===== src/hw/rtl/assert_macros.svh =====
// ----------------------------------------------------------------------------
// Assertion macros
// Shared concurrent assertion forms, sampled on clk and held off during reset.
// ----------------------------------------------------------------------------
`ifndef ASSERT_MACROS_SVH
`define ASSERT_MACROS_SVH

// check a condition at every clock edge
`define ASSERT_ALWAYS(lbl, expr, msg) \
    lbl: assert property (@(posedge clk) disable iff (!rst_n) (expr)) else $error(msg);

// check that a trigger is followed by a condition in the next cycle
`define ASSERT_NEXT(lbl, ante, cons, msg) \
    lbl: assert property (@(posedge clk) disable iff (!rst_n) (ante) |=> (cons)) \
        else $error(msg);

`endif


===== src/hw/rtl/mbk_pkg.sv =====
// ----------------------------------------------------------------------------
// mbk_pkg
// Types, codes and the default code table of the Morse beacon keyer.
// ----------------------------------------------------------------------------
`default_nettype none

package mbk_pkg;

    localparam int CODE_DEPTH = 64;
    localparam int CODE_AW    = 6;

    localparam logic [1:0] KIND_TICK = 2'd0;
    localparam logic [1:0] KIND_MSG  = 2'd1;
    localparam logic [1:0] KIND_CODE = 2'd2;

    localparam logic [7:0] CHAR_LO   = 8'h20;
    localparam logic [7:0] CHAR_HI   = 8'h5F;
    localparam logic [7:0] CODE_END  = 8'h01;
    localparam logic [7:0] CODE_NONE = 8'hFF;

    localparam logic [2:0] PHC_RESET = 3'd0;
    localparam logic [2:0] PHC_CHAR  = 3'd1;
    localparam logic [2:0] PHC_ELEM  = 3'd2;
    localparam logic [2:0] PHC_DASH1 = 3'd3;
    localparam logic [2:0] PHC_DASH2 = 3'd4;
    localparam logic [2:0] PHC_DASH3 = 3'd5;

    typedef enum logic [5:0] {
        PH_RESET = 6'b000001,
        PH_CHAR  = 6'b000010,
        PH_ELEM  = 6'b000100,
        PH_DASH1 = 6'b001000,
        PH_DASH2 = 6'b010000,
        PH_DASH3 = 6'b100000
    } phase_t;

    typedef struct packed {
        logic               rd_en;
        logic [CODE_AW-1:0] rd_idx;
        logic               wr_en;
        logic [CODE_AW-1:0] wr_idx;
        logic [7:0]         wr_data;
    } code_req_t;

    localparam logic [7:0] MORSE_TABLE [CODE_DEPTH] = '{
        8'hFF, 8'hFF, 8'hFF, 8'hFF, 8'hFF, 8'hFF, 8'hFF, 8'hFF, 8'hFF, 8'hFF,
        8'hFF, 8'hFF, 8'hFF, 8'hFF, 8'h6A, 8'h29, 8'h3F, 8'h3E, 8'h3C, 8'h38,
        8'h30, 8'h20, 8'h21, 8'h23, 8'h27, 8'h2F, 8'hFF, 8'hFF, 8'hFF, 8'h31,
        8'hFF, 8'h4C, 8'hFF, 8'h06, 8'h11, 8'h15, 8'h09, 8'h02, 8'h14, 8'h0B,
        8'h10, 8'h04, 8'h1E, 8'h0D, 8'h12, 8'h07, 8'h05, 8'h0F, 8'h16, 8'h1B,
        8'h0A, 8'h08, 8'h03, 8'h0C, 8'h18, 8'h0E, 8'h19, 8'h1D, 8'h13, 8'hFF,
        8'hFF, 8'hFF, 8'hFF, 8'hFF
    };

    function automatic logic [2:0] phase_code(input phase_t ph);
        logic [2:0] code;
        case (ph)
            PH_RESET: code = PHC_RESET;
            PH_CHAR:  code = PHC_CHAR;
            PH_ELEM:  code = PHC_ELEM;
            PH_DASH1: code = PHC_DASH1;
            PH_DASH2: code = PHC_DASH2;
            PH_DASH3: code = PHC_DASH3;
            default:  code = PHC_RESET;
        endcase
        return code;
    endfunction

endpackage

`default_nettype wire


===== src/hw/rtl/mbk_code_store.sv =====
// ----------------------------------------------------------------------------
// mbk_code_store
// Writable code table: one RAM with per-entry valid bits; an entry never
// written reads as the default Morse table. Read data is registered.
// ----------------------------------------------------------------------------
`default_nettype none
`include "assert_macros.svh"

module mbk_code_store (
    input  wire logic              clk,
    input  wire logic              rst_n,
    input  wire mbk_pkg::code_req_t req,
    output logic [7:0]             rdata
);
    import mbk_pkg::*;

    logic [7:0]            code_mem [CODE_DEPTH];
    logic [CODE_DEPTH-1:0] vld_reg;
    logic [7:0]            ram_q_reg;
    logic [7:0]            tab_q_reg;
    logic                  vld_q_reg;

    always_ff @(posedge clk)
    begin
        if (req.wr_en)
        begin
            code_mem[req.wr_idx] <= req.wr_data;
        end
        if (req.rd_en)
        begin
            ram_q_reg <= code_mem[req.rd_idx];
            tab_q_reg <= MORSE_TABLE[req.rd_idx];
            vld_q_reg <= vld_reg[req.rd_idx];
        end
    end

    always_ff @(posedge clk or negedge rst_n)
    begin
        if (!rst_n)
        begin
            vld_reg <= '0;
        end
        else if (req.wr_en)
        begin
            vld_reg[req.wr_idx] <= 1'b1;
        end
    end

    assign rdata = vld_q_reg ? ram_q_reg : tab_q_reg;

    `ASSERT_NEXT(a_wr_sets_valid, req.wr_en, vld_reg[$past(req.wr_idx)],
        "code table write did not mark its entry valid")

endmodule

`default_nettype wire


===== src/hw/rtl/morse_beacon_keyer_core.sv =====
// An accepted word is held in the input stage registers and its result word is
// then written into the output register when the word executes.
// Throughput: one word per cycle while the output is not stalled, with registered
// message and code RAM reads, the next read address forwarded from the state update.
// Reset: asynchronous; no clearing pass, the code table reads as the default
// Morse table until an entry is written, the message RAM is undefined.
// ----------------------------------------------------------------------------
// morse_beacon_keyer_core
// Looping Morse beacon keyer: message RAM, code table RAM and a tick-driven
// keying state machine with a registered result word.
// ----------------------------------------------------------------------------
`default_nettype none
`include "assert_macros.svh"

module morse_beacon_keyer_core #(
    parameter int MSG_DEPTH = 64
) (
    input  wire logic       clk,
    input  wire logic       rst_n,
    input  wire logic       in_valid,
    output logic            in_stall,
    input  wire logic [1:0] kind,
    input  wire logic [5:0] addr,
    input  wire logic [7:0] wdata,
    output logic            out_valid,
    input  wire logic       out_stall,
    output logic            key_on,
    output logic [2:0]      phase,
    output logic [5:0]      char_pos
);
    import mbk_pkg::*;

    localparam int MSG_AW = (MSG_DEPTH > 1) ? $clog2(MSG_DEPTH) : 1;
    localparam int XW     = (MSG_AW > 6) ? MSG_AW : 6;

    logic [7:0]        msg_mem [MSG_DEPTH];

    logic              s1_valid_reg, s1_valid_next;
    logic [1:0]        s1_kind_reg;
    logic [5:0]        s1_addr_reg;
    logic [7:0]        s1_wdata_reg;
    logic [7:0]        msg_q_reg;
    logic              mbyp_reg;
    logic [7:0]        mbyp_data_reg;

    phase_t            phase_reg, phase_next;
    logic [MSG_AW-1:0] ptr_reg, ptr_next;
    logic [7:0]        code_shift_reg, code_shift_next;
    logic              code_pend_reg, code_pend_next;
    logic              key_reg, key_next;

    logic              out_valid_reg, out_valid_next;
    logic              key_on_reg;
    logic [2:0]        phase_out_reg;
    logic [5:0]        char_pos_reg;

    logic              exec;
    logic              accept;
    logic [7:0]        ch;
    logic              ch_in_range;
    logic [7:0]        cs_cur;
    logic [7:0]        code_rdata;
    code_req_t         code_req;
    logic              msg_we;
    logic [XW-1:0]     addr_x;
    logic [MSG_AW-1:0] msg_widx;
    logic [XW-1:0]     ptr_x;

    mbk_code_store u_code_store (
        .clk   (clk),
        .rst_n (rst_n),
        .req   (code_req),
        .rdata (code_rdata)
    );

    assign exec     = s1_valid_reg && (!out_valid_reg || !out_stall);
    assign in_stall = s1_valid_reg && !exec;
    assign accept   = in_valid && !in_stall;

    assign ch          = mbyp_reg ? mbyp_data_reg : msg_q_reg;
    assign ch_in_range = (ch >= CHAR_LO) && (ch <= CHAR_HI);
    assign cs_cur      = code_pend_reg ? code_rdata : code_shift_reg;
    assign addr_x      = XW'(s1_addr_reg);
    assign msg_widx    = addr_x[MSG_AW-1:0];
    assign msg_we      = exec && (s1_kind_reg == KIND_MSG)
                         && (32'(s1_addr_reg) < 32'(MSG_DEPTH));
    assign ptr_x       = XW'(ptr_next);

    always_comb
    begin
        phase_next       = phase_reg;
        ptr_next         = ptr_reg;
        code_shift_next  = cs_cur;
        code_pend_next   = 1'b0;
        key_next         = key_reg;
        code_req.rd_en   = 1'b0;
        code_req.rd_idx  = CODE_AW'(ch - CHAR_LO);
        code_req.wr_en   = exec && (s1_kind_reg == KIND_CODE);
        code_req.wr_idx  = s1_addr_reg;
        code_req.wr_data = s1_wdata_reg;

        if (exec && (s1_kind_reg == KIND_TICK))
        begin
            case (phase_reg)
                PH_RESET:
                begin
                    key_next   = 1'b0;
                    ptr_next   = '0;
                    phase_next = PH_CHAR;
                end
                PH_CHAR:
                begin
                    key_next = 1'b0;
                    ptr_next = (ptr_reg == MSG_AW'(MSG_DEPTH - 1)) ? '0
                                                                   : ptr_reg + MSG_AW'(1);
                    if (ch == 8'h00)
                    begin
                        phase_next = PH_RESET;
                    end
                    else
                    begin
                        phase_next = PH_ELEM;
                        if (ch_in_range)
                        begin
                            code_req.rd_en = 1'b1;
                            code_pend_next = 1'b1;
                        end
                        else
                        begin
                            code_shift_next = CODE_NONE;
                        end
                    end
                end
                PH_ELEM:
                begin
                    key_next = 1'b0;
                    if ((cs_cur == CODE_END) || (cs_cur == CODE_NONE))
                    begin
                        phase_next = PH_CHAR;
                    end
                    else
                    begin
                        code_shift_next = {1'b0, cs_cur[7:1]};
                        phase_next      = cs_cur[0] ? PH_DASH1 : PH_DASH3;
                    end
                end
                PH_DASH1:
                begin
                    key_next   = 1'b1;
                    phase_next = PH_DASH2;
                end
                PH_DASH2:
                begin
                    key_next   = 1'b1;
                    phase_next = PH_DASH3;
                end
                PH_DASH3:
                begin
                    key_next   = 1'b1;
                    phase_next = PH_ELEM;
                end
                default:
                begin
                    phase_next = PH_RESET;
                end
            endcase
        end
    end

    always_comb
    begin
        s1_valid_next  = accept ? 1'b1 : (s1_valid_reg && !exec);
        out_valid_next = exec ? 1'b1 : (out_valid_reg && out_stall);
    end

    always_ff @(posedge clk or negedge rst_n)
    begin
        if (!rst_n)
        begin
            s1_valid_reg   <= 1'b0;
            out_valid_reg  <= 1'b0;
            phase_reg      <= PH_RESET;
            ptr_reg        <= '0;
            code_shift_reg <= '0;
            code_pend_reg  <= 1'b0;
            key_reg        <= 1'b0;
        end
        else
        begin
            s1_valid_reg   <= s1_valid_next;
            out_valid_reg  <= out_valid_next;
            phase_reg      <= phase_next;
            ptr_reg        <= ptr_next;
            code_shift_reg <= code_shift_next;
            code_pend_reg  <= code_pend_next;
            key_reg        <= key_next;
        end
    end

    // message RAM: write from the executing word, read at the forwarded pointer
    always_ff @(posedge clk)
    begin
        if (msg_we)
        begin
            msg_mem[msg_widx] <= s1_wdata_reg;
        end
        if (accept)
        begin
            msg_q_reg     <= msg_mem[ptr_next];
            mbyp_reg      <= msg_we && (msg_widx == ptr_next);
            mbyp_data_reg <= s1_wdata_reg;
            s1_kind_reg   <= kind;
            s1_addr_reg   <= addr;
            s1_wdata_reg  <= wdata;
        end
        if (exec)
        begin
            key_on_reg    <= key_next;
            phase_out_reg <= phase_code(phase_next);
            char_pos_reg  <= ptr_x[5:0];
        end
    end

    assign out_valid = out_valid_reg;
    assign key_on    = key_on_reg;
    assign phase     = phase_out_reg;
    assign char_pos  = char_pos_reg;

    `ASSERT_ALWAYS(a_stall_only_when_busy, !in_stall || s1_valid_reg,
        "input stalled with no word in flight")
    `ASSERT_ALWAYS(a_pend_in_elem, !code_pend_reg || (phase_reg == PH_ELEM),
        "code lookup pending outside element fetch")
    `ASSERT_ALWAYS(a_key_off_phases,
        !key_reg || !((phase_reg == PH_RESET) || (phase_reg == PH_CHAR)
                      || (phase_reg == PH_DASH1)),
        "key on in a phase that must follow a key-off tick")
    `ASSERT_ALWAYS(a_ptr_in_range, 32'(ptr_reg) < 32'(MSG_DEPTH),
        "message pointer beyond message depth")

endmodule

`default_nettype wire


===== config.mk =====
export PLATFORM = sky130hd
export DESIGN_NAME = morse_beacon_keyer_core
export DESIGN_NICKNAME = d
export VERILOG_FILES = /design/src/hw/rtl/mbk_pkg.sv /design/src/hw/rtl/mbk_code_store.sv /design/src/hw/rtl/morse_beacon_keyer_core.sv
export VERILOG_INCLUDE_DIRS = /design/src /design/src/hw/rtl
export SDC_FILE = /design/constraint.sdc
export NUM_CORES = 1
export LEC_CHECK = 0
export ABC_AREA = 0
export BUFFER_PORTS_ARGS = -buffer_cell sky130_fd_sc_hd__buf_2
export CAP_MARGIN = 10
export CORE_MARGIN = 2
export CORE_UTILIZATION = 50
export CTS_BUF_LIST = sky130_fd_sc_hd__clkbuf_16
export DETAILED_ROUTE_END_ITERATION = 7
export PLACE_DENSITY = 0.65
export SLEW_MARGIN = 0
export SYNTH_ARGS = -nofsm -noshare
export SYNTH_HDL_FRONTEND = slang
export SYNTH_SLANG_ARGS = --single-unit

===== constraint.sdc =====
create_clock -name clk -period 14.09 [get_ports clk]
set_input_delay 0.7045 -clock clk [delete_from_list [all_inputs] [get_ports clk]]
set_output_delay 0.7045 -clock clk [all_outputs]
set_load 0.03 [all_outputs]

=== Yosys cells after proc, flatten, opt, wreduce, memory -nomap -nowiden ===
Memory sizes are Yosys's and may differ from the RTL's. A register that Yosys moved wholly into a read port is not among the register bits.
Cells that the tools add are included.

* Memories: 3
* Bits in latches: 0
* Input bits: 20
* Word-level logic and storage cells: 99
* Bits in writable memories: 1024
* Register bits: 124
* Bits in read-only memories: 512

* $mul: 0
* Muxes and demuxes: 33
* Equality and inequality tests: 17
* $lt $le $gt $ge: 5
* Reductions and logical operators: 20
* Shift operators: 0
* $add $sub $neg: 2
* Divide/modulo/power cells: 0
* Bitwise operators: 2

{| class="wikitable"
|+ Memories
! name !! words !! width !! read ports !! clocked after Yosys merged registers in !! wr ports !! line !! source
|-
| (name not given) || 64 || 8 || 1 || 1 || 0 || mbk_code_store.sv:32 || <nowiki>tab_q_reg <= MORSE_TABLE[req.rd_idx];</nowiki>
|-
| msg_mem || 64 || 8 || 1 || 1 || 1 || morse_beacon_keyer_core.sv:36 || <nowiki>logic [7:0] msg_mem [MSG_DEPTH];</nowiki>
|-
| u_code_store.code_mem || 64 || 8 || 1 || 1 || 1 || mbk_code_store.sv:17 || <nowiki>logic [7:0] code_mem [CODE_DEPTH];</nowiki>
|}

{| class="wikitable"
|+ Operator list
! operator !! number
|-
| 64-bit OR || 1
|-
| 8-bit two-way mux || 7
|-
| 6-bit one-hot mux with 6 select lines || 1
|-
| 6-bit two-way mux || 5
|-
| 6-bit == test, second input constant || 3
|-
| 8-bit one-hot mux with 2 select lines || 1
|-
| 3-bit one-hot mux with 5 select lines || 1
|-
| 6-bit by 7-bit less-than comparator with 1-bit output, second input constant || 2
|-
| 1-bit two-way mux || 13
|-
| 6-bit by 2-bit == test with 1-bit output, second input constant || 2
|-
| 6-bit by 3-bit == test with 1-bit output, second input constant || 2
|-
| 6-bit by 4-bit == test with 1-bit output, second input constant || 2
|-
| 6-bit by 5-bit == test with 1-bit output, second input constant || 2
|-
| 6-bit one-hot mux with 2 select lines || 1
|-
| 1-bit logical AND || 10
|-
| 8-bit by 1-bit == test with 1-bit output, second input constant || 1
|-
| 8-bit == test, second input constant || 1
|-
| 8-bit by 6-bit greater-or-equal comparator with 1-bit output, second input constant || 1
|-
| 8-bit by 7-bit <= comparator with 1-bit output, second input constant || 1
|-
| 8-bit logical NOT || 1
|-
| 6-bit inverter with 7-bit output || 1
|-
| 6-bit by 1-bit adder with 6-bit output, second input constant || 1
|-
| 1-bit binary-select mux with 6-bit select || 1
|-
| 1-bit demux with 6-bit select || 1
|-
| 12 further kinds || 17
|}

=== Logic depth before layout (Yosys ltp) ===
* Depth after elaboration: 9
* Gate-level depth with buffers: 15
* Mapped depth without buffers: 10

=== By module ===
A second synthesis with hierarchy kept.

* Cell total of the unflattened synthesis: 2960
* Area total of the unflattened synthesis: 47576.9 µm²

{| class="wikitable"
|+ By module, submodules not included
! module !! area each (µm²) !! instances !! cells each
|-
| mbk_code_store || 23839.1 || 1 || 1305
|-
| morse_beacon_keyer_core || 23737.8 || 1 || 1655
|}

=== Least setup slack after synthesis ===
OpenSTA, ideal clock, no wires.

* Path type: flip-flop to flip-flop
* Start: reg mbyp_reg
* End: reg u_code_store.ram_q_reg[0] (read register of u_code_store.code_mem), enable pin
* Data arrival time: 4.057 ns
* Required time: 13.653 ns
* Setup slack: 9.595 ns
* Setup time: 0.437 ns
* Cell stages (with the launch flop): 12
* Path buffers: 6
* Cells stage by stage: edfxtp_1 > clkbuf_1 > clkbuf_1 > mux2i_1 > clkbuf_1 > clkbuf_1 > clkbuf_1 > clkbuf_1 > ha_1 > nand3_1 > nor3_1 > nor4_1

* Longest elaborated chain between the ends: 7
* Elaborated cells between the ends (all ways): 10
* Those cells by class: 1 x add/sub; 2 x order compare; 5 x mux; 2 x reduce/logical

{| class="wikitable"
|+ Ends and longest elaborated chain
! what !! line !! source
|-
| start, declared || morse_beacon_keyer_core.sv:43 || <nowiki>logic mbyp_reg;</nowiki>
|-
| start signal, assigned || morse_beacon_keyer_core.sv:210 || <nowiki>mbyp_reg <= msg_we && (msg_widx == ptr_next);</nowiki>
|-
| 8-bit two-way mux * || morse_beacon_keyer_core.sv:80 || <nowiki>assign ch = mbyp_reg ? mbyp_data_reg : msg_q_reg;</nowiki>
|-
| 8-bit by 6-bit greater-or-equal comparator with 1-bit output / 8-bit by 7-bit <= comparator with 1-bit output (equally long branches) || morse_beacon_keyer_core.sv:81 || <nowiki>assign ch_in_range = (ch >= CHAR_LO) && (ch <= CHAR_HI);</nowiki>
|-
| 1-bit logical AND || morse_beacon_keyer_core.sv:81 ||
|-
| 1-bit two-way mux || - ||
|-
| 1-bit two-way mux * (3 in a row) || - ||
|-
| net code_pend_next || morse_beacon_keyer_core.sv:49 || <nowiki>logic code_pend_reg, code_pend_next;</nowiki>
|-
| end, declared || mbk_code_store.sv:19 || <nowiki>logic [7:0] ram_q_reg;</nowiki>
|}

The timed path passes the listed nets; every way through them passes the cells marked *.
A chain may end at the register's enable or synchronous reset.

=== Worst setup path after layout ===
* Start: reg phase_reg[2]
* End: reg msg_q_reg[5] (read register of msg_mem), data pin

* Longest elaborated chain between the ends: 3
* Elaborated cells between the ends (all ways): 4
* Those cells by class: 2 x eq/ne; 2 x mux

{| class="wikitable"
|+ Ends and longest elaborated chain
! what !! line !! source
|-
| start, declared || morse_beacon_keyer_core.sv:46 || <nowiki>phase_t phase_reg, phase_next;</nowiki>
|-
| start signal, assigned || morse_beacon_keyer_core.sv:192 || <nowiki>phase_reg <= phase_next;</nowiki>
|-
| 6-bit by 2-bit == test with 1-bit output / 6-bit by 1-bit == test with 1-bit output (equally long branches) || morse_beacon_keyer_core.sv:104 || <nowiki>case (phase_reg)</nowiki>
|-
| 6-bit one-hot mux with 2 select lines * || morse_beacon_keyer_core.sv:104 ||
|-
| 6-bit two-way mux * || morse_beacon_keyer_core.sv:102 || <nowiki>if (exec && (s1_kind_reg == KIND_TICK))</nowiki>
|-
| end, declared || morse_beacon_keyer_core.sv:42 || <nowiki>logic [7:0] msg_q_reg;</nowiki>
|}

Every way passes the cells marked *; elsewhere a longest branch is shown, timed or not.

==> flow_metrics.env <==
export IMPL_dieArea_um2=98400
export IMPL_fin_setup_tns_ns=0
export IMPL_status="finished clean"
export IMPL_drtIter0Drc=4028
export IMPL_clock_sinks=1172
export IMPL_n_antenna_cell=0
export IMPL_yosysTopAreaCellShare_pct=67.9
export IMPL_antenna_found_initial=1
export IMPL_post_cts_resized=0
export IMPL_area_growth_pct=10.2
export IMPL_worstPathCellList="or4_1, a2111o_1, a32oi_4, buf_4, buf_4, mux2_2, o2bb2ai_1, nor4b_1, nand4_1"
export IMPL_portBuffers=31
export IMPL_ys_top_cells_by_count="edfxtp_1 (1084), nand2_1 (869), nand3_1 (316), a21oi_1 (228), nor2_1 (181)"
export IMPL_htreeDepth=3
export IMPL_fmax_ghz=0.212
export IMPL_num_vias=30800
export IMPL_cts_buffers=117
export IMPL_layout_drive_gt1_share_pct=9.20
export IMPL_die_h_um=314
export IMPL_timing_hold_ws_ns=0.0323
export IMPL_slowest_delay_ns=0.76
export IMPL_post_route_drc_count=0
export IMPL_min_period_ns=4.72
export IMPL_viasPerCell=6.11
export IMPL_synth_main_ff_cell="edfxtp_1"
export IMPL_crit_slowest_cell="buf_4"
export IMPL_maxUsedRoutingLayer="met4"
export IMPL_leakagePower_uw=0.0179
export IMPL_finClkSkew_ns=0.0343
export IMPL_gp_congestion=0.897
export IMPL_ant_nets=0
export IMPL_path_class="reg2reg"
export IMPL_rsz0062_at_grt="false"
export IMPL_synth_top_area_cell="edfxtp_1"
export IMPL_power_density_nw_per_um2=168
export IMPL_wl_met3_um=9530
export IMPL_arrival_ns=5.17
export IMPL_grt_max_degree=210
export IMPL_grt_usage_pct=25.6
export IMPL_first_global_vias=29000
export IMPL_synth_distinct_cells=82
export IMPL_wire_per_inst_um=25.2
export IMPL_worst_slew_pin_slew_ns=1.25
export IMPL_clockRootBuffer="clkbuf_16"
export IMPL_routed_wl_um=127000
export IMPL_pre_cts_slack_ns=9.42
export IMPL_irDropWorstVdd_uv=121
export IMPL_placement_rows=113
export IMPL_crit_fanout=76
export IMPL_synth_edf_count=1084
export IMPL_io_pins=32
export IMPL_final_min_period_over_clock_period_pct=33.5
export IMPL_critPathLaunchType="flip-flop"
export IMPL_grt_pass1_wl_um=189000
export IMPL_ctsHoldBuffers=0
export IMPL_drt_met1_wl_um=51800
export IMPL_cp_end_kind="flip-flop"
export IMPL_postSynthCellCount=3733
export IMPL_ys_seq_elements=1172
export IMPL_slew_violations=0
export IMPL_post_cts_setup_buffers=0
export IMPL_critPathMostFrequentCell="buf_4"
export IMPL_drv_cap=0
export IMPL_syn_nets=3761
export IMPL_cp_required_ns=14.54
export IMPL_dp_hpwl_um=73100
export IMPL_start_util_pct=50.5
export IMPL_synth_top_cells_by_area="edfxtp_1 (68%), nand2_1 (6.8%), dfrtp_1 (4.5%), nand3_1 (3.3%), a21oi_1 (2.4%)"
export IMPL_hp_class="in2async"
export IMPL_max_slew_margin_pct=16.9
export IMPL_die_x_um=314
export IMPL_avgSynthCellArea_um2=12.8
export IMPL_grt_ovfl_total=0
export IMPL_nNetsFinal=3697
export IMPL_async_flop_share_pct=7.51
export IMPL_yosysMostFrequentCell="edfxtp_1"
export IMPL_syn_area_um2=48000
export IMPL_ys_seq_area_share_pct=72.5
export IMPL_setup_slack_ns=9.37
export IMPL_core_area_um2=95000
export IMPL_yosysWarnings=0
export IMPL_path_clk_slew_ns=0.07
export IMPL_cts_buffer_depth=3
export IMPL_wl_met2_um=61500
export IMPL_hold_viol_final=0
export IMPL_dr_pass1_iters=6
export IMPL_clkLatencyLatePin_ns=0.72
export IMPL_setup_viol=0
export IMPL_cts_tree="done"
kinds of logic after synthesis:
| family | count (synthesis) | synth area share, % |
|---|---|---|
| and+or+nand+nor | 1614 | 14.9 |
| DFF | 1172 | 72.5 |
| AOI/OAI and AO/OA | 592 | 8.46 |
| buffers and inverters | 271 | 2.36 |
| muxes | 63 | 1.34 |
| xor gates and xnor gates | 13 | 0.237 |
| adders and majority gates | 8 | 0.209 |
per-layer routing:
layer / global-route usage (%) / up-vias
li1: - / 13800
met1: 35.7 / 15400
met2: 41.6 / 1373
met3: 3.70 / 229
met4: 8.70 / 0
met5: 0 / -
cell usage in the layout, fill, tap and decap left out, drive strengths merged, types with 32 or more instances in the layout:
master	n
nand3	316
buf	72
mux2i	54
nor2	183
dfrtp	87
and3	70
a21oi	229
nand2	869
a211oi	33
a31oi	32
clkbuf	119
edfxtp	1084
a22oi	44
a311oi	77
inv	45
or2	67
clkinv	58
o21ai	32
layout make-up:
type / count / area [um2]
Fill cell: 7729 / 42200
Timing Repair Buffer: 72 / 528
Clock inverter: 101 / 758
Multi-Input combinational cell: 2290 / 12200
Tap cell: 1265 / 1580
Sequential cell: 1172 / 34800
Inverter: 16 / 76.3
Clock buffer: 119 / 2980
worst paths after layout:
path / from / to / slack, ns / cells past startpoint
worst max register to register: phase_reg[2] / msg_q_reg[5] / 9.37 / 9
min in group clk: addr[2] / addr_x[2] / 0.16 / 1
worst min register to register: u_code_store.vld_reg[25] / u_code_store.vld_reg[25] / 0.47 / 1
worst max-delay path: phase_reg[2] / msg_q_reg[5] / 9.37 / 9
max in group asynchronous: rst_n / u_code_store.vld_reg[15] / 12.87 / 2
worst min-delay path: rst_n / u_code_store.vld_reg[52] / 0.03 / 1
report_power, final:
part | internal [uW] | switching [uW]
registers | 3890 | 61.9
logic | 550 | 1330
clock network | 1730 | 1310
total | 6160 | 2700
worst max-delay path, delay by kind of cell, from the launching register on:
| kind | cells | cell delay (ns) |
|---|---|---|
| AOI/OAI and AO/OA | 3 | 0.73 |
| buffers and inverters | 2 | 1.50 |
| DFF | 1 | 0.50 |
| muxes | 1 | 0.36 |
| and+or+nand+nor | 3 | 1.28 |
stage by stage:
stage | instances | total power (uW) | cell area [um2] | utilization, %
3_3_place_gp | 4815 | 5870 | 49100 | 51.7
2_1_floorplan | 3733 | 5280 | 48000 | -
4_1_cts | 5035 | 8890 | 52900 | 55.6
6_report | 5035 | 8870 | 52900 | 55.6
5_1_grt | 5035 | 9190 | 52900 | 55.6
3_5_place_dp | 4815 | 5890 | 49100 | 51.7
Power figures use the tool's default switching activity.
